[src/design/char_lcd_nibble_sequencer_assert.svh]
// Assertion macros used by the top level of the character display sequencer.
`ifndef CHAR_LCD_NIBBLE_SEQUENCER_ASSERT_SVH
`define CHAR_LCD_NIBBLE_SEQUENCER_ASSERT_SVH

// Same-cycle implication, disabled while reset is asserted.
`define LCDNS_ASSERT_SAME(label, clk, rst_n, ante, cons) \
  label: assert property (@(posedge clk) disable iff (!rst_n) (ante) |-> (cons)) \
    else $error("lcdns same-cycle check failed");

// Next-cycle implication, disabled while reset is asserted.
`define LCDNS_ASSERT_NEXT(label, clk, rst_n, ante, cons) \
  label: assert property (@(posedge clk) disable iff (!rst_n) (ante) |=> (cons)) \
    else $error("lcdns next-cycle check failed");

`endif

[src/design/lcdns_pkg.sv]
// Types, codes and the microcode program of the character display sequencer.
package lcdns_pkg;

  localparam int CMD_W     = 3;
  localparam int HOLD_W    = 16;
  localparam int CFG_IDX_W = 2;
  localparam int PC_W      = 5;
  localparam int LINE_CHARS_DEFAULT = 16;

  // Request codes.
  localparam logic [CMD_W-1:0] CMD_INIT   = 3'd0;
  localparam logic [CMD_W-1:0] CMD_BYTE   = 3'd1;
  localparam logic [CMD_W-1:0] CMD_DATA   = 3'd2;
  localparam logic [CMD_W-1:0] CMD_CURSOR = 3'd3;
  localparam logic [CMD_W-1:0] CMD_CLEAR  = 3'd4;

  // Configuration register indexes.
  localparam logic [CFG_IDX_W-1:0] CFG_SHORT_HOLD = 2'd0;
  localparam logic [CFG_IDX_W-1:0] CFG_LONG_HOLD  = 2'd1;

  localparam logic [HOLD_W-1:0] SHORT_HOLD_RESET = 16'd10;
  localparam logic [HOLD_W-1:0] LONG_HOLD_RESET  = 16'd25000;

  // DDRAM address bases of the two display lines.
  localparam logic [7:0] ADDR_LINE0 = 8'h80;
  localparam logic [7:0] ADDR_LINE1 = 8'hC0;

  // Nibble source codes.
  localparam logic [1:0] NIB_HI = 2'd0;
  localparam logic [1:0] NIB_LO = 2'd1;
  localparam logic [1:0] NIB_K  = 2'd2;

  // Program entry points.
  localparam logic [PC_W-1:0] PC_INIT   = 5'd0;
  localparam logic [PC_W-1:0] PC_CLEAR  = 5'd13;
  localparam logic [PC_W-1:0] PC_BYTE   = 5'd18;
  localparam logic [PC_W-1:0] PC_DATA   = 5'd22;
  localparam logic [PC_W-1:0] PC_CURSOR = 5'd26;

  typedef struct packed {
    logic            emit;
    logic            enable;
    logic            rs;
    logic [1:0]      nib_sel;
    logic [3:0]      nib_k;
    logic            hold_long;
    logic            last;
    logic            load_addr;
    logic            jump;
    logic [PC_W-1:0] target;
  } ucode_t;

  typedef struct packed {
    logic   active;
    ucode_t word;
  } step_t;

  function automatic ucode_t mk_seg(logic en, logic rs, logic [1:0] sel, logic [3:0] k,
                                    logic hold_long, logic last);
    ucode_t w;
    w           = '0;
    w.emit      = 1'b1;
    w.enable    = en;
    w.rs        = rs;
    w.nib_sel   = sel;
    w.nib_k     = k;
    w.hold_long = hold_long;
    w.last      = last;
    return w;
  endfunction

  // The microcode ROM. Init falls through into the clear program.
  function automatic ucode_t ucode_rom(logic [PC_W-1:0] pc);
    ucode_t w;
    w = '0;
    unique case (pc)
      5'd0:  w = mk_seg(1'b0, 1'b0, NIB_K, 4'h0, 1'b1, 1'b0);
      5'd1:  w = mk_seg(1'b1, 1'b0, NIB_K, 4'h3, 1'b0, 1'b0);
      5'd2:  w = mk_seg(1'b0, 1'b0, NIB_K, 4'h3, 1'b1, 1'b0);
      5'd3:  w = mk_seg(1'b1, 1'b0, NIB_K, 4'h3, 1'b0, 1'b0);
      5'd4:  w = mk_seg(1'b0, 1'b0, NIB_K, 4'h3, 1'b1, 1'b0);
      5'd5:  w = mk_seg(1'b1, 1'b0, NIB_K, 4'h3, 1'b0, 1'b0);
      5'd6:  w = mk_seg(1'b0, 1'b0, NIB_K, 4'h3, 1'b1, 1'b0);
      5'd7:  w = mk_seg(1'b1, 1'b0, NIB_K, 4'h2, 1'b0, 1'b0);
      5'd8:  w = mk_seg(1'b0, 1'b0, NIB_K, 4'h2, 1'b1, 1'b0);
      5'd9:  w = mk_seg(1'b1, 1'b0, NIB_K, 4'h0, 1'b1, 1'b0);
      5'd10: w = mk_seg(1'b0, 1'b0, NIB_K, 4'h0, 1'b1, 1'b0);
      5'd11: w = mk_seg(1'b1, 1'b0, NIB_K, 4'hF, 1'b0, 1'b0);
      5'd12: w = mk_seg(1'b0, 1'b0, NIB_K, 4'hF, 1'b1, 1'b0);
      5'd13: w = mk_seg(1'b1, 1'b0, NIB_K, 4'h0, 1'b1, 1'b0);
      5'd14: w = mk_seg(1'b0, 1'b0, NIB_K, 4'h0, 1'b1, 1'b0);
      5'd15: w = mk_seg(1'b1, 1'b0, NIB_K, 4'h1, 1'b0, 1'b0);
      5'd16: w = mk_seg(1'b0, 1'b0, NIB_K, 4'h1, 1'b1, 1'b0);
      5'd17: w = mk_seg(1'b0, 1'b0, NIB_K, 4'h1, 1'b0, 1'b1);
      5'd18: w = mk_seg(1'b1, 1'b0, NIB_HI, 4'h0, 1'b1, 1'b0);
      5'd19: w = mk_seg(1'b0, 1'b0, NIB_HI, 4'h0, 1'b1, 1'b0);
      5'd20: w = mk_seg(1'b1, 1'b0, NIB_LO, 4'h0, 1'b0, 1'b0);
      5'd21: w = mk_seg(1'b0, 1'b0, NIB_LO, 4'h0, 1'b1, 1'b1);
      5'd22: w = mk_seg(1'b1, 1'b1, NIB_HI, 4'h0, 1'b0, 1'b0);
      5'd23: w = mk_seg(1'b0, 1'b1, NIB_HI, 4'h0, 1'b1, 1'b0);
      5'd24: w = mk_seg(1'b1, 1'b1, NIB_LO, 4'h0, 1'b0, 1'b0);
      5'd25: w = mk_seg(1'b0, 1'b1, NIB_LO, 4'h0, 1'b1, 1'b1);
      5'd26: begin
        w.load_addr = 1'b1;
        w.jump      = 1'b1;
        w.target    = PC_BYTE;
      end
      default: w = '0;
    endcase
    return w;
  endfunction

endpackage

[src/design/char_lcd_nibble_sequencer.sv]
// Top level of the 4-bit character display nibble sequencer.
//
// A request (init, command byte, data byte, set cursor, clear) is taken at a
// rising edge where start is high and busy is low. It expands into a run of
// pin-state segments, each shown for one cycle on the out_ ports and marked
// by out_valid; the last segment of a request carries out_last.
// The request edge loads the step counter; each emitting program step then
// loads its segment into the output register, from which it is shown. Set
// cursor first spends one step loading the address, which emits no segment.
// busy stays high while the step counter walks through the microcode
// program: 4 steps for a command or data byte, 5 for set cursor and clear,
// 18 for init. Segments follow one per cycle. busy drops as the last segment
// is shown, so the next request can be taken at the edge that ends that cycle.
// Requests with an unknown code are taken, produce no segments and leave busy
// low, so the next request can be taken at the following edge.
// The hold registers are written on the cfg_ port: index 0 is the short hold,
// index 1 the long hold; other indexes are ignored.
// Reset returns the holds to 10 and 25000 units and stops any running program.
// The receiver cannot stall: every segment is taken in the cycle it is shown.
`include "char_lcd_nibble_sequencer_assert.svh"

module char_lcd_nibble_sequencer #(
  parameter int LINE_CHARS = lcdns_pkg::LINE_CHARS_DEFAULT
) (
  input  logic                             clk,
  input  logic                             rst_n,
  input  logic                             start,
  output logic                             busy,
  input  logic [lcdns_pkg::CMD_W-1:0]      in_cmd,
  input  logic [7:0]                       in_byte_value,
  input  logic                             in_row,
  input  logic [7:0]                       in_column,
  output logic                             out_valid,
  output logic                             out_reg_select,
  output logic                             out_enable_pin,
  output logic [3:0]                       out_nibble,
  output logic [lcdns_pkg::HOLD_W-1:0]     out_hold_units,
  output logic                             out_last,
  input  logic                             cfg_we,
  input  logic [lcdns_pkg::CFG_IDX_W-1:0]  cfg_index,
  input  logic [lcdns_pkg::HOLD_W-1:0]     cfg_data
);

  // A request is taken only while no program is running.
  logic             accept;
  lcdns_pkg::step_t step;

  assign accept = start && !busy;

  // The sequencer owns the step counter and fetches one control word per step.
  lcdns_sequencer u_seq (
    .clk    (clk),
    .rst_n  (rst_n),
    .accept (accept),
    .cmd    (in_cmd),
    .busy   (busy),
    .step   (step)
  );

  // The datapath turns each control word into a registered pin segment.
  lcdns_datapath #(
    .LINE_CHARS (LINE_CHARS)
  ) u_dp (
    .clk            (clk),
    .rst_n          (rst_n),
    .accept         (accept),
    .in_byte_value  (in_byte_value),
    .in_row         (in_row),
    .in_column      (in_column),
    .cfg_we         (cfg_we),
    .cfg_index      (cfg_index),
    .cfg_data       (cfg_data),
    .step           (step),
    .out_valid      (out_valid),
    .out_reg_select (out_reg_select),
    .out_enable_pin (out_enable_pin),
    .out_nibble     (out_nibble),
    .out_hold_units (out_hold_units),
    .out_last       (out_last)
  );

  // A known request starts a program; an unknown one leaves the block idle.
  `LCDNS_ASSERT_NEXT(a_known_starts, clk, rst_n, accept && in_cmd <= lcdns_pkg::CMD_CLEAR, busy)
  `LCDNS_ASSERT_NEXT(a_unknown_idle, clk, rst_n, accept && in_cmd > lcdns_pkg::CMD_CLEAR, !busy)
  // Every segment comes from a step that ran in the previous cycle.
  `LCDNS_ASSERT_SAME(a_seg_from_step, clk, rst_n, out_valid, $past(busy))
  // The closing segment ends the program and always leaves E low.
  `LCDNS_ASSERT_SAME(a_last_ends, clk, rst_n, out_valid && out_last, !busy && !out_enable_pin)

endmodule

[src/design/lcdns_sequencer.sv]
// Step counter, dispatch and microcode fetch of the display sequencer.
module lcdns_sequencer (
  input  logic                        clk,
  input  logic                        rst_n,
  input  logic                        accept,
  input  logic [lcdns_pkg::CMD_W-1:0] cmd,
  output logic                        busy,
  output lcdns_pkg::step_t            step
);

  logic                         busy_r, busy_nxt;
  logic [lcdns_pkg::PC_W-1:0]   pc_r, pc_nxt;
  logic [lcdns_pkg::PC_W-1:0]   entry;
  logic                         entry_ok;
  lcdns_pkg::ucode_t            word;

  always_comb begin
    entry_ok = 1'b1;
    entry    = lcdns_pkg::PC_INIT;
    unique case (cmd)
      lcdns_pkg::CMD_INIT:   entry = lcdns_pkg::PC_INIT;
      lcdns_pkg::CMD_BYTE:   entry = lcdns_pkg::PC_BYTE;
      lcdns_pkg::CMD_DATA:   entry = lcdns_pkg::PC_DATA;
      lcdns_pkg::CMD_CURSOR: entry = lcdns_pkg::PC_CURSOR;
      lcdns_pkg::CMD_CLEAR:  entry = lcdns_pkg::PC_CLEAR;
      default:               entry_ok = 1'b0;
    endcase
  end

  assign word = lcdns_pkg::ucode_rom(pc_r);

  always_comb begin
    busy_nxt = busy_r;
    pc_nxt   = pc_r;
    if (busy_r) begin
      if (word.last) begin
        busy_nxt = 1'b0;
      end else if (word.jump) begin
        pc_nxt = word.target;
      end else begin
        pc_nxt = pc_r + 1'b1;
      end
    end else if (accept && entry_ok) begin
      busy_nxt = 1'b1;
      pc_nxt   = entry;
    end
  end

  always_ff @(posedge clk) begin
    if (!rst_n) begin
      busy_r <= 1'b0;
      pc_r   <= lcdns_pkg::PC_INIT;
    end else begin
      busy_r <= busy_nxt;
      pc_r   <= pc_nxt;
    end
  end

  assign busy        = busy_r;
  assign step.active = busy_r;
  assign step.word   = word;

endmodule

[src/design/lcdns_datapath.sv]
// Request byte, cursor address, hold registers and segment output register.
module lcdns_datapath #(
  parameter int LINE_CHARS = lcdns_pkg::LINE_CHARS_DEFAULT
) (
  input  logic                             clk,
  input  logic                             rst_n,
  input  logic                             accept,
  input  logic [7:0]                       in_byte_value,
  input  logic                             in_row,
  input  logic [7:0]                       in_column,
  input  logic                             cfg_we,
  input  logic [lcdns_pkg::CFG_IDX_W-1:0]  cfg_index,
  input  logic [lcdns_pkg::HOLD_W-1:0]     cfg_data,
  input  lcdns_pkg::step_t                 step,
  output logic                             out_valid,
  output logic                             out_reg_select,
  output logic                             out_enable_pin,
  output logic [3:0]                       out_nibble,
  output logic [lcdns_pkg::HOLD_W-1:0]     out_hold_units,
  output logic                             out_last
);

  // Column modulo LINE_CHARS by a reciprocal: floor(col * RECIP / 2^16) is the
  // exact quotient for any 8-bit column and line lengths up to 64.
  localparam int RECIP   = (65536 + LINE_CHARS - 1) / LINE_CHARS;
  localparam int RECIP_W = $clog2(RECIP + 1);
  localparam int PROD_W  = 8 + RECIP_W;
  localparam int REM_W   = $clog2(LINE_CHARS);

  logic [lcdns_pkg::HOLD_W-1:0] short_hold_r, long_hold_r;
  logic [7:0]                   byte_r;
  logic                         row_r;
  logic [7:0]                   col_r;
  logic [PROD_W-1:0]            prod_r;
  logic [PROD_W-17:0]           quot;
  logic [15:0]                  qmul;
  logic [15:0]                  rem_full;
  logic [7:0]                   addr;
  logic [3:0]                   nib;
  logic                         out_valid_r;
  logic                         rs_r, en_r, last_r;
  logic [3:0]                   nib_r;
  logic [lcdns_pkg::HOLD_W-1:0] hold_r;

  assign quot     = prod_r[PROD_W-1:16];
  assign qmul     = 16'(quot) * 16'(LINE_CHARS);
  assign rem_full = 16'(col_r) - qmul;
  assign addr     = (row_r ? lcdns_pkg::ADDR_LINE1 : lcdns_pkg::ADDR_LINE0)
                    + 8'(rem_full[REM_W-1:0]);

  always_comb begin
    unique case (step.word.nib_sel)
      lcdns_pkg::NIB_HI: nib = byte_r[7:4];
      lcdns_pkg::NIB_LO: nib = byte_r[3:0];
      lcdns_pkg::NIB_K:  nib = step.word.nib_k;
      default:           nib = step.word.nib_k;
    endcase
  end

  always_ff @(posedge clk) begin
    if (!rst_n) begin
      short_hold_r <= lcdns_pkg::SHORT_HOLD_RESET;
      long_hold_r  <= lcdns_pkg::LONG_HOLD_RESET;
    end else if (cfg_we) begin
      if (cfg_index == lcdns_pkg::CFG_SHORT_HOLD) begin
        short_hold_r <= cfg_data;
      end else if (cfg_index == lcdns_pkg::CFG_LONG_HOLD) begin
        long_hold_r <= cfg_data;
      end
    end
  end

  always_ff @(posedge clk) begin
    if (accept) begin
      byte_r <= in_byte_value;
      row_r  <= in_row;
      col_r  <= in_column;
      prod_r <= PROD_W'(in_column) * PROD_W'(RECIP);
    end else if (step.active && step.word.load_addr) begin
      byte_r <= addr;
    end
  end

  always_ff @(posedge clk) begin
    if (!rst_n) begin
      out_valid_r <= 1'b0;
    end else begin
      out_valid_r <= step.active && step.word.emit;
    end
  end

  always_ff @(posedge clk) begin
    if (step.active && step.word.emit) begin
      rs_r   <= step.word.rs;
      en_r   <= step.word.enable;
      nib_r  <= nib;
      hold_r <= step.word.hold_long ? long_hold_r : short_hold_r;
      last_r <= step.word.last;
    end
  end

  assign out_valid      = out_valid_r;
  assign out_reg_select = rs_r;
  assign out_enable_pin = en_r;
  assign out_nibble     = nib_r;
  assign out_hold_units = hold_r;
  assign out_last       = last_r;

endmodule

[config.mk]
export PLATFORM = sky130hd
export DESIGN_NAME = char_lcd_nibble_sequencer
export DESIGN_NICKNAME = d
export VERILOG_FILES = /design/src/design/lcdns_pkg.sv /design/src/design/char_lcd_nibble_sequencer.sv /design/src/design/lcdns_sequencer.sv /design/src/design/lcdns_datapath.sv
export VERILOG_INCLUDE_DIRS = /design/src /design/src/design
export SDC_FILE = /design/constraint.sdc
export NUM_CORES = 1
export LEC_CHECK = 0
export BUFFER_PORTS_ARGS = -buffer_cell sky130_fd_sc_hd__buf_2
export CAP_MARGIN = 20
export CORE_ASPECT_RATIO = 1.5
export CORE_MARGIN = 1
export CORE_UTILIZATION = 49
export DETAILED_ROUTE_END_ITERATION = 6
export HOLD_SLACK_MARGIN = 0.03
export PLACE_DENSITY = 0.71
export SYNTH_ARGS = -nofsm -noshare
export SYNTH_HDL_FRONTEND = slang
export SYNTH_SLANG_ARGS = --single-unit
[constraint.sdc]
create_clock -name clk -period 2.5 [get_ports clk]
set_clock_uncertainty 0.1 [all_clocks]
set_input_delay 0.5 -clock clk [delete_from_list [all_inputs] [get_ports clk]]
set_output_delay 0.5 -clock clk [all_outputs]
set_load 0.005 [all_outputs]
## Word-level counts from Yosys, hierarchy flattened

Index checks and enable logic that the tools add are counted.

| storage, ports and cells | value |
|---|---|
| logic and storage cells | 85 |
| output and inout bits | 25 |
| input bits | 42 |
| bits in registers | 75 |

| operators by class | value |
|---|---|
| reductions and logical operators | 19 |
| add/sub/neg operators | 3 |
| equality and inequality tests | 33 |
| bitwise gates (word level) | 1 |
| mux-type cells | 16 |

Operators by type and width:

| operator | count |
|---|---|
| 11-bit case mux with 19 select lines | 1 |
| 5-bit == test (second input constant) | 11 |
| 5-bit by 4-bit == test with 1-bit output (second input constant) | 8 |
| 5-bit by 3-bit == test with 1-bit output (second input constant) | 4 |
| 5-bit 2-to-1 mux | 4 |
| 5-bit case mux with 4 select lines | 1 |
| 16-bit 2-to-1 mux | 1 |
| 8-bit 2-to-1 mux | 2 |
| 7-bit 2-to-1 mux | 2 |
| 5-bit by 2-bit == test with 1-bit output (second input constant) | 2 |
| 3-bit OR reduction | 3 |
| 8-bit by 4-bit adder with 8-bit output | 1 |
| 4-bit case mux with 2 select lines | 1 |
| 3-bit by 2-bit == test with 1-bit output (second input constant) | 2 |
| 5-bit by 1-bit adder with 5-bit output (second input constant) | 1 |
| 5-bit by 1-bit == test with 1-bit output (second input constant) | 1 |
| 5-bit logical NOT | 1 |
| 5-bit OR reduction | 1 |
| 2-bit by 1-bit == test with 1-bit output (second input constant) | 2 |
| 1-bit logical AND | 4 |
| 2-bit logical NOT | 2 |
| 1-bit 2-to-1 mux | 4 |
| 2-bit AND reduction | 2 |
| 2-bit nonzero test | 2 |
| 9 further kinds | 9 |

## Depth between registers and ports, before layout

Gate-level depths: netlist of the first run.

| logic depth | value |
|---|---|
| depth after elaboration | 6 |
| depth in mapped cells | 8 |
| depth with buffers taken out | 7 |

## By module

Synthesis of the first run repeated with hierarchy kept, for this count alone.

| unflattened totals | value |
|---|---|
| cells, all modules | 322 |
| area total of the unflattened synthesis | 3525.9 µm² |

By module, submodules not included:

| module | seq. area each (µm²) | times used | cells each | area an instance (µm²) |
|---|---|---|---|---|
| lcdns_datapath | 1741.7 | 1 | 213 | 2758.9 |
| lcdns_sequencer | 120.1 | 1 | 108 | 753.2 |
| char_lcd_nibble_sequencer | 0.0 | 1 | 1 | 13.8 |

## Worst setup path before layout of the first run

Ideal clock, no wire load.

| path | value |
|---|---|
| path kind | reg2reg |
| start | register u_seq.pc_r[0] (netlist bit) |
| end | register u_dp.en_r (netlist: u_dp.out_enable_pin) (enable) |
| clock period less this slack | 2.536 ns |
| library setup time | 0.382 ns |
| arrival time | 2.054 ns |
| path buffers | 1 |
| stages on the path, launching flop included | 9 |
| path slack | -0.036 ns |
| data required time | 2.018 ns |
| cells stage by stage | dfxtp_1 > inv_1 > ha_1 > clkbuf_1 > a21oi_1 > a2bb2oi_1 > o21ai_0 > nand4b_1 > and2_1 |

| between the ends | value |
|---|---|
| word-level cells in the longest chain between the ends | 4 |
| elaborated cells between the ends (all ways) | 32 |
| those cells by class | eq/ne (25); mux (1); reduce/logical (6) |

Ends and longest elaborated chain:

| item | line | RTL |
|---|---|---|
| from (decl) | lcdns_sequencer.sv:12 | `logic [lcdns_pkg::PC_W-1:0] pc_r, pc_nxt;` |
| from (signal assigned) | lcdns_sequencer.sv:52 | `pc_r <= lcdns_pkg::PC_INIT;` |
| from (signal assigned) | lcdns_sequencer.sv:55 | `pc_r <= pc_nxt;` |
| 5-bit by 4-bit == test with 1-bit output (tied with other cells) | lcdns_pkg.sv:76 | `unique case (pc)` |
| 3-bit OR reduction (no source line) or 2-bit OR reduction (tied branches) | -- |  |
| 11-bit case mux with 19 select lines (*) | lcdns_pkg.sv:76 |  |
| 1-bit logical AND (*) | lcdns_datapath.sv:93 | `if (step.active && step.word.emit) begin` |
| to (signal assigned) | lcdns_datapath.sv:95 | `en_r <= step.word.enable;` |
| to (decl) | lcdns_datapath.sv:41 | `logic rs_r, en_r, last_r;` |

Every way passes the cells marked *; elsewhere a longest branch is shown, timed or not.
A chain may end at the register's enable or synchronous reset.

## Worst setup path in the final report of the first run

| path | value |
|---|---|
| start | register u_seq.pc_r[0] (netlist bit) |
| end | register u_dp.hold_r, in the netlist u_dp.out_hold_units[5], data pin |

| between the ends | value |
|---|---|
| word-level cells in the longest chain between the ends | 4 |
| elaborated cells between the ends (all ways) | 32 |
| those cells by class | eq/ne (25); mux (2); reduce/logical (5) |

Ends and longest elaborated chain:

| item | line | RTL |
|---|---|---|
| 5-bit by 4-bit == test with 1-bit output (tied with other cells) | lcdns_pkg.sv:76 |  |
| 3-bit OR reduction (no source line) or 2-bit OR reduction (tied branches) | -- |  |
| 11-bit case mux with 19 select lines (*) | lcdns_pkg.sv:76 |  |
| 16-bit 2-to-1 mux (*) | lcdns_datapath.sv:97 | `hold_r <= step.word.hold_long ? long_hold_r : short_hold_r;` |
| to (signal assigned) | lcdns_datapath.sv:97 |  |
| to (decl) | lcdns_datapath.sv:43 | `logic [lcdns_pkg::HOLD_W-1:0] hold_r;` |

Marked as above.

==> results.py, run 1 <==
metrics = {
    "run_status": {
        "status": "finished with violations",
        "violations": "DRC",
    },
    "timing": {
        "setup_violations": 0,
        "layout_setup_ws_ns": 0.125,
        "fin_crit_sh_pct": 95.0,
        "fmax_mhz": 421,
        "slew_headroom_pct": 57.5,
        "timing.setup.tns_ns": 0,
        "timing.final.max_slew_violations": 0,
        "hold_slack_ns": 0.224,
        "worst_slew_pin_slew_ns": 0.637,
        "hold_viol_final": 0,
        "rsz0062_at_grt": "false",
        "min_period_ns": 2.38,
    },
    "logic_synthesis": {
        "synthArstFlopShare_pct": 0,
        "synth.avg_cell_area_sq_um": 10.4,
        "ys_types": 50,
        "synth_seq_area_share_pct": 53.7,
        "ys.flop_type": "dfxtp_1",
        "syn_nets": 380,
        "synth-seq-cells": 75,
        "ys_warn_count": 0,
        "synth_edf_count": 36,
        "synthCells": 333,
        "syn_area_sq_um": 3470,
    },
    "finish": {
        "nets": 456,
        "fin_area_sq_um": 4180,
        "drive_gt1_share_pct": 31.2,
        "final_util_pct": 61.0,
        "diodes": 0,
        "most-common-layout-cells": "76 x nand2_1, 62 x buf_2, 39 x dfxtp_1, 36 x edfxtp_1, 26 x a21boi_0",
        "mostFrequentLayoutCell": "nand2_1",
        "syn2layout_area_growth_pct": 20.5,
    },
    "die": {
        "io_pins": 67,
        "die_area_sq_um": 7430,
        "initial_core_util_pct": 50.6,
        "num_rows": 37,
        "die_x_microns": 70.7,
        "die_h_microns": 105,
        "core_area_sq_um": 6850,
    },
    "routing": {
        "vias": 2683,
        "routed.top_layer": "met4",
        "first_pass_iters": 6,
        "m1WireLength_microns": 2730,
        "vias_per_cell": 5.45,
        "wl_per_cell_microns": 14.9,
        "wl_met3_microns": 449,
        "wl_microns": 7310,
        "ant_nets": 0,
        "met2_length_microns": 3970,
        "drc": 10,
        "dr.first_iter.drc_count": 134,
    },
    "setup_path": {
        "critPathMaxFanout": 16,
        "critPathLaunch": "u_seq.pc_r[0]",
        "crit_type": "register to register",
        "r2r_start": "u_seq.pc_r[0]",
        "critPathArrivalTime_ns": 2.37,
        "worstReg2RegEnd": "u_dp.out_hold_units[5]",
        "start_kind": "register",
        "endpoint": "u_dp.out_hold_units[5]",
        "cp.required_ns": 2.49,
        "reg2regPathDepth": 7,
        "r2r_slack_ns": 0.12,
        "cp-end-kind": "register",
    },
    "hold_path": {
        "hp-class": "primary input to register",
    },
    "global_route": {
        "overflow": 0,
        "grt_pass1_vias": 2649,
        "grt_pass1_wl_microns": 11900,
        "antenna_found_initial": 0,
        "grt_max_degree": 40,
        "grt.total_usage_pct": 21.1,
    },
    "placement": {
        "place_area_sq_um": 3980,
        "preCtsSetupSlack_ns": -0.00981,
        "gp_congestion": 0.890,
        "place_hpwl_microns": 5200,
        "io_buffers": 62,
    },
    "flow_run": {
        "drv_cap": 0,
    },
    "clocking": {
        "insertion_delay_ns": 0.35,
        "cts_max_path_buffers": 2,
        "hold_buffers": 0,
        "cts_buffers": 9,
        "cts-root-buf": "clkbuf_8",
        "clock_sinks": 75,
        "cts_tree": "built",
        "clkTransAtPathRegs_ns": 0.08,
        "h-tree-depth": 3,
    },
    "power": {
        "leakagePower_nw": 1.69,
        "p_per_area_nw_per_um2": 687,
        "vdd_drop_max_mv": 0.544,
    },
}
==> area by class of cell <==
class                           count  area (sq um)
Clock buffer                       12           156
Inverter                            7          26.3
Tap cell                           78          97.6
Timing Repair Buffer               87           510
Fill cell                         585          2670
Multi-Input combinational cell    229          1480
Sequential cell                    75          1860
Clock inverter                      4          48.8
==> critical path: stages (launching register included) <==
cell      delay, ns
dfxtp_1        0.41
inv_1          0.10
ha_1           0.26
mux2i_1        0.14
o22ai_1        0.17
a221oi_4       0.37
buf_12         0.21
mux2_2         0.35
==> cell usage after synthesis, types with 2 or more instances <==
master	instances	area share, %
o221ai_1	4	1.0
dfxtp_1	39	23
a21boi_1	2	0.43
and2_1	4	0.72
ha_1	5	1.8
o22ai_1	2	0.36
nor2b_1	3	0.54
buf_2	2	0.29
nor2_1	14	1.5
edfxtp_1	36	31
a21boi_0	26	5.6
o21ai_0	12	1.7
nand3_1	12	1.7
nand2b_1	3	0.54
mux2_4	10	4.3
o21a_1	3	0.65
mux2i_1	6	1.7
mux2_2	11	3.6
clkbuf_1	17	1.8
and3_1	3	0.54
inv_1	7	0.76
nand2_1	76	8.2
a21oi_1	8	1.2
nor3_1	2	0.29
==> power by group <==
part	total [mW]	switching [mW]	internal, mW
clock	0.942	0.421	0.521
sequential	1.43	0.0406	1.39
combinational	0.501	0.250	0.252
total	2.87	0.711	2.16
==> routing by layer <==
metal  vias up  global-route usage (%)
li1       1315                       -
met1      1276                    21.5
met2        78                    38.5
met3        14                    5.50
met4         0                    11.3
met5         -                       0
==> stage by stage <==
stage | total power, mW | instances
6_report | 2.87 | 492
3_5_place_dp | 1.96 | 476
5_1_grt | 3.01 | 492
3_3_place_gp | 1.94 | 476
2_1_floorplan | 1.77 | 333
4_1_cts | 2.91 | 492
==> how the worst min path moves through the flow <==
stage | startpoint | endpoint | cells past startpoint | slack, ns
5_1_grt | in_column[1] | u_dp.col_r[1] | 1 | 0.19
4_1_cts | in_column[1] | u_dp.col_r[1] | 1 | 0.20
6_report | in_column[1] | u_dp.col_r[1] | 1 | 0.22
3_5_place_dp | u_dp.short_hold_r[15] | u_dp.short_hold_r[15] | 2 | 0.36
3_3_place_gp | u_dp.short_hold_r[15] | u_dp.short_hold_r[15] | 2 | 0.34
2_1_floorplan | u_dp.short_hold_r[15] | u_dp.short_hold_r[15] | 2 | 0.33
==> registers in the layout (all words and copies together) (netlist names) <==
register and cells:
u_dp.out_reg_select 1, u_dp.out_enable_pin 1, u_dp.row_r 1, u_dp.out_nibble 4, u_seq.busy 1, u_seq.pc_r 5
u_dp.byte_r 8, u_dp.out_last 1, u_dp.out_hold_units 16, u_dp.col_r 4, u_dp.out_valid 1, u_dp.long_hold_r 16
u_dp.short_hold_r 16
==> cells by family (layout without fill, tap and decap cells) <==
kind of cell	after synthesis	after routing	share of synthesized area, %
and+or+nand+nor	124	124	15.7
DFF	75	75	53.7
AOI/OAI and AO/OA	72	72	15.1
buffers and inverters	29	110	3.89
muxes	27	27	9.63
adders and majority gates	5	5	1.80
xor gates and xnor gates	1	1	0.252
==> repair_timing <==
item                       4_1_cts  5_1_grt
pin swaps                        0        1
buffers inserted                 0        0
hold endpoints to repair         0        0
setup endpoints to repair       23        1
gates resized for setup          1        0
No activity file was read; power rests on OpenSTA's default activity.
==> inputs of run 2 (changes only) <==
--- a/config.mk
+++ b/config.mk
@@ -13,7 +13,8 @@
 export CORE_UTILIZATION = 49
 export DETAILED_ROUTE_END_ITERATION = 6
 export HOLD_SLACK_MARGIN = 0.03
-export PLACE_DENSITY = 0.71
+export PLACE_DENSITY = 0.74
+export REMOVE_ABC_BUFFERS = 1
 export SYNTH_ARGS = -nofsm -noshare
 export SYNTH_HDL_FRONTEND = slang
 export SYNTH_SLANG_ARGS = --single-unit
==> results.py, run 2 (same netlist as run 1, synthesis figures left out) <==
metrics = {
    "power": {
        "leakagePower_nw": 1.62,
        "combinationalPowerShare_pct": 17.4,
        "seq_power_share_pct": 51.0,
        "vdd_drop_max_mv": 0.451,
        "power_mw": 2.79,
        "p_int_mw": 2.08,
        "pwr-share-clk_pct": 31.6,
        "switching_share_pct": 25.5,
        "p_per_area_nw_per_um2": 682,
        "power_switching_mw": 0.712,
    },
    "routing": {
        "ant_nets": 0,
        "drc": 8,
        "first_pass_iters": 6,
        "vias": 2614,
        "wl_per_cell_microns": 15.0,
        "dr.first_iter.drc_count": 173,
        "wl_microns": 7190,
        "vias_per_cell": 5.43,
    },
    "clocking": {
        "clkTransAtPathRegs_ns": 0.07,
        "h-tree-depth": 3,
        "post-cts-setup-buffer-count": 0,
        "insertion_delay_ns": 0.34,
        "cts_buffers": 9,
        "hold_buffers": 0,
        "cts_max_path_buffers": 2,
        "clock_sinks": 75,
        "cts-root-buf": "clkbuf_8",
        "ctsResizeCount": 0,
        "cts_tree": "built",
    },
    "timing": {
        "rsz0062_at_grt": "false",
        "slew_headroom_pct": 52.3,
        "timing.setup.tns_ns": 0,
        "fmax_mhz": 425,
        "hold_viol_final": 0,
        "setup_violations": 0,
        "min_period_ns": 2.35,
        "worst_slew_pin_slew_ns": 0.713,
        "layout_setup_ws_ns": 0.148,
        "hold_slack_ns": 0.229,
        "fin_crit_sh_pct": 94.1,
        "timing.final.max_slew_violations": 0,
    },
    "setup_path": {
        "worstReg2RegEnd": "u_dp.out_hold_units[5]",
        "cp-end-kind": "register",
        "critPathArrivalTime_ns": 2.35,
        "r2r_start": "u_seq.pc_r[1]",
        "reg2regPathDepth": 7,
        "cp.required_ns": 2.49,
        "r2r_slack_ns": 0.15,
        "start_kind": "register",
        "critPathMaxFanout": 16,
        "crit_type": "register to register",
    },
    "hold_path": {
        "holdCritStartpoint": "in_column[1]",
        "hold_end": "u_dp.col_r[1]",
        "holdPathStages": 1,
        "hp-class": "primary input to register",
    },
    "placement": {
        "gp_congestion": 0.849,
        "place_hpwl_microns": 4980,
        "preCtsSetupSlack_ns": 0.0887,
        "place_area_sq_um": 3900,
        "place_inst": 465,
        "io_buffers": 62,
    },
    "die": {
        "die_area_sq_um": 7430,
        "io_pins": 67,
        "die_h_microns": 105,
        "core_area_sq_um": 6850,
        "num_rows": 37,
        "initial_core_util_pct": 50.6,
        "die_x_microns": 70.7,
    },
    "run_status": {
        "status": "finished with violations",
        "violations": "DRC",
    },
    "finish": {
        "most-common-layout-cells": "76 x nand2_1, 62 x buf_2, 39 x dfxtp_1, 36 x edfxtp_1, 26 x a21boi_0",
        "nets": 445,
        "fill_cells": 610,
        "fin_area_sq_um": 4090,
        "drive_gt1_share_pct": 29.0,
        "diodes": 0,
        "stdcell_count": 481,
        "mostFrequentLayoutCell": "nand2_1",
        "syn2layout_area_growth_pct": 18.0,
        "final_util_pct": 59.8,
    },
    "flow_run": {
        "drv_cap": 0,
    },
    "global_route": {
        "top_usage_layer": "met2",
        "grt_pass1_vias": 2572,
        "grt.total_usage_pct": 20.7,
        "overflow": 0,
        "grt_pass1_wl_microns": 11900,
        "antenna_found_initial": 0,
        "gr-usage-met3_pct": 6.08,
        "use_met2_pct": 35.5,
        "grt_max_degree": 40,
        "grt_use_met1_pct": 23.5,
    },
}
==> run 2: final cells by class <==
class                      instances  area [sq um]  area share [%]
sequential                        75          1860            45.5
tap                               78          97.6            2.38
multi-input combinational        229          1480            36.2
clock buffer                      11           131            3.21
clock inverter                     5          53.8            1.31
timing repair buffer              76           440            10.8
inverter                           7          26.3           0.642
==> run 2: worst max-delay path, stage by stage, from the launching register on <==
cell      delay [ns]
dfxtp_1         0.40
inv_1           0.09
ha_2            0.26
mux2i_1         0.16
o22ai_1         0.16
a221oi_4        0.36
buf_12          0.21
mux2_2          0.35
==> run 2: routing by layer <==
layer | vias up | wire length (microns)
met4 | 0 | 148
met5 | - | 0
met2 | 75 | 3720
met1 | 1227 | 2910
li1 | 1298 | -
met3 | 14 | 416
==> run 2: power by group through the flow <==
| stage | Combinational [mW] | Clock (mW) | Sequential [mW] |
|---|---|---|---|
| CTS | 0.488 | 0.902 | 1.42 |
| detailed placement | 0.484 | 0 | 1.45 |
| global route | 0.534 | 0.960 | 1.43 |
| finish | 0.486 | 0.882 | 1.42 |
| global placement | 0.476 | 0 | 1.45 |
| floorplan | 0.280 | 0 | 1.46 |
==> run 2: how the worst max path moves through the flow <==
stage          depth (start not counted)           from                      end
2_1_floorplan                          6  u_seq.pc_r[1]  u_dp.out_hold_units[15]
3_3_place_gp                           7  u_seq.pc_r[1]   u_dp.out_hold_units[6]
3_5_place_dp                           7  u_seq.pc_r[1]   u_dp.out_hold_units[5]
4_1_cts                                7  u_seq.pc_r[1]   u_dp.out_hold_units[5]
5_1_grt                                7  u_seq.pc_r[1]   u_dp.out_hold_units[5]
6_report                               7  u_seq.pc_r[1]   u_dp.out_hold_units[5]
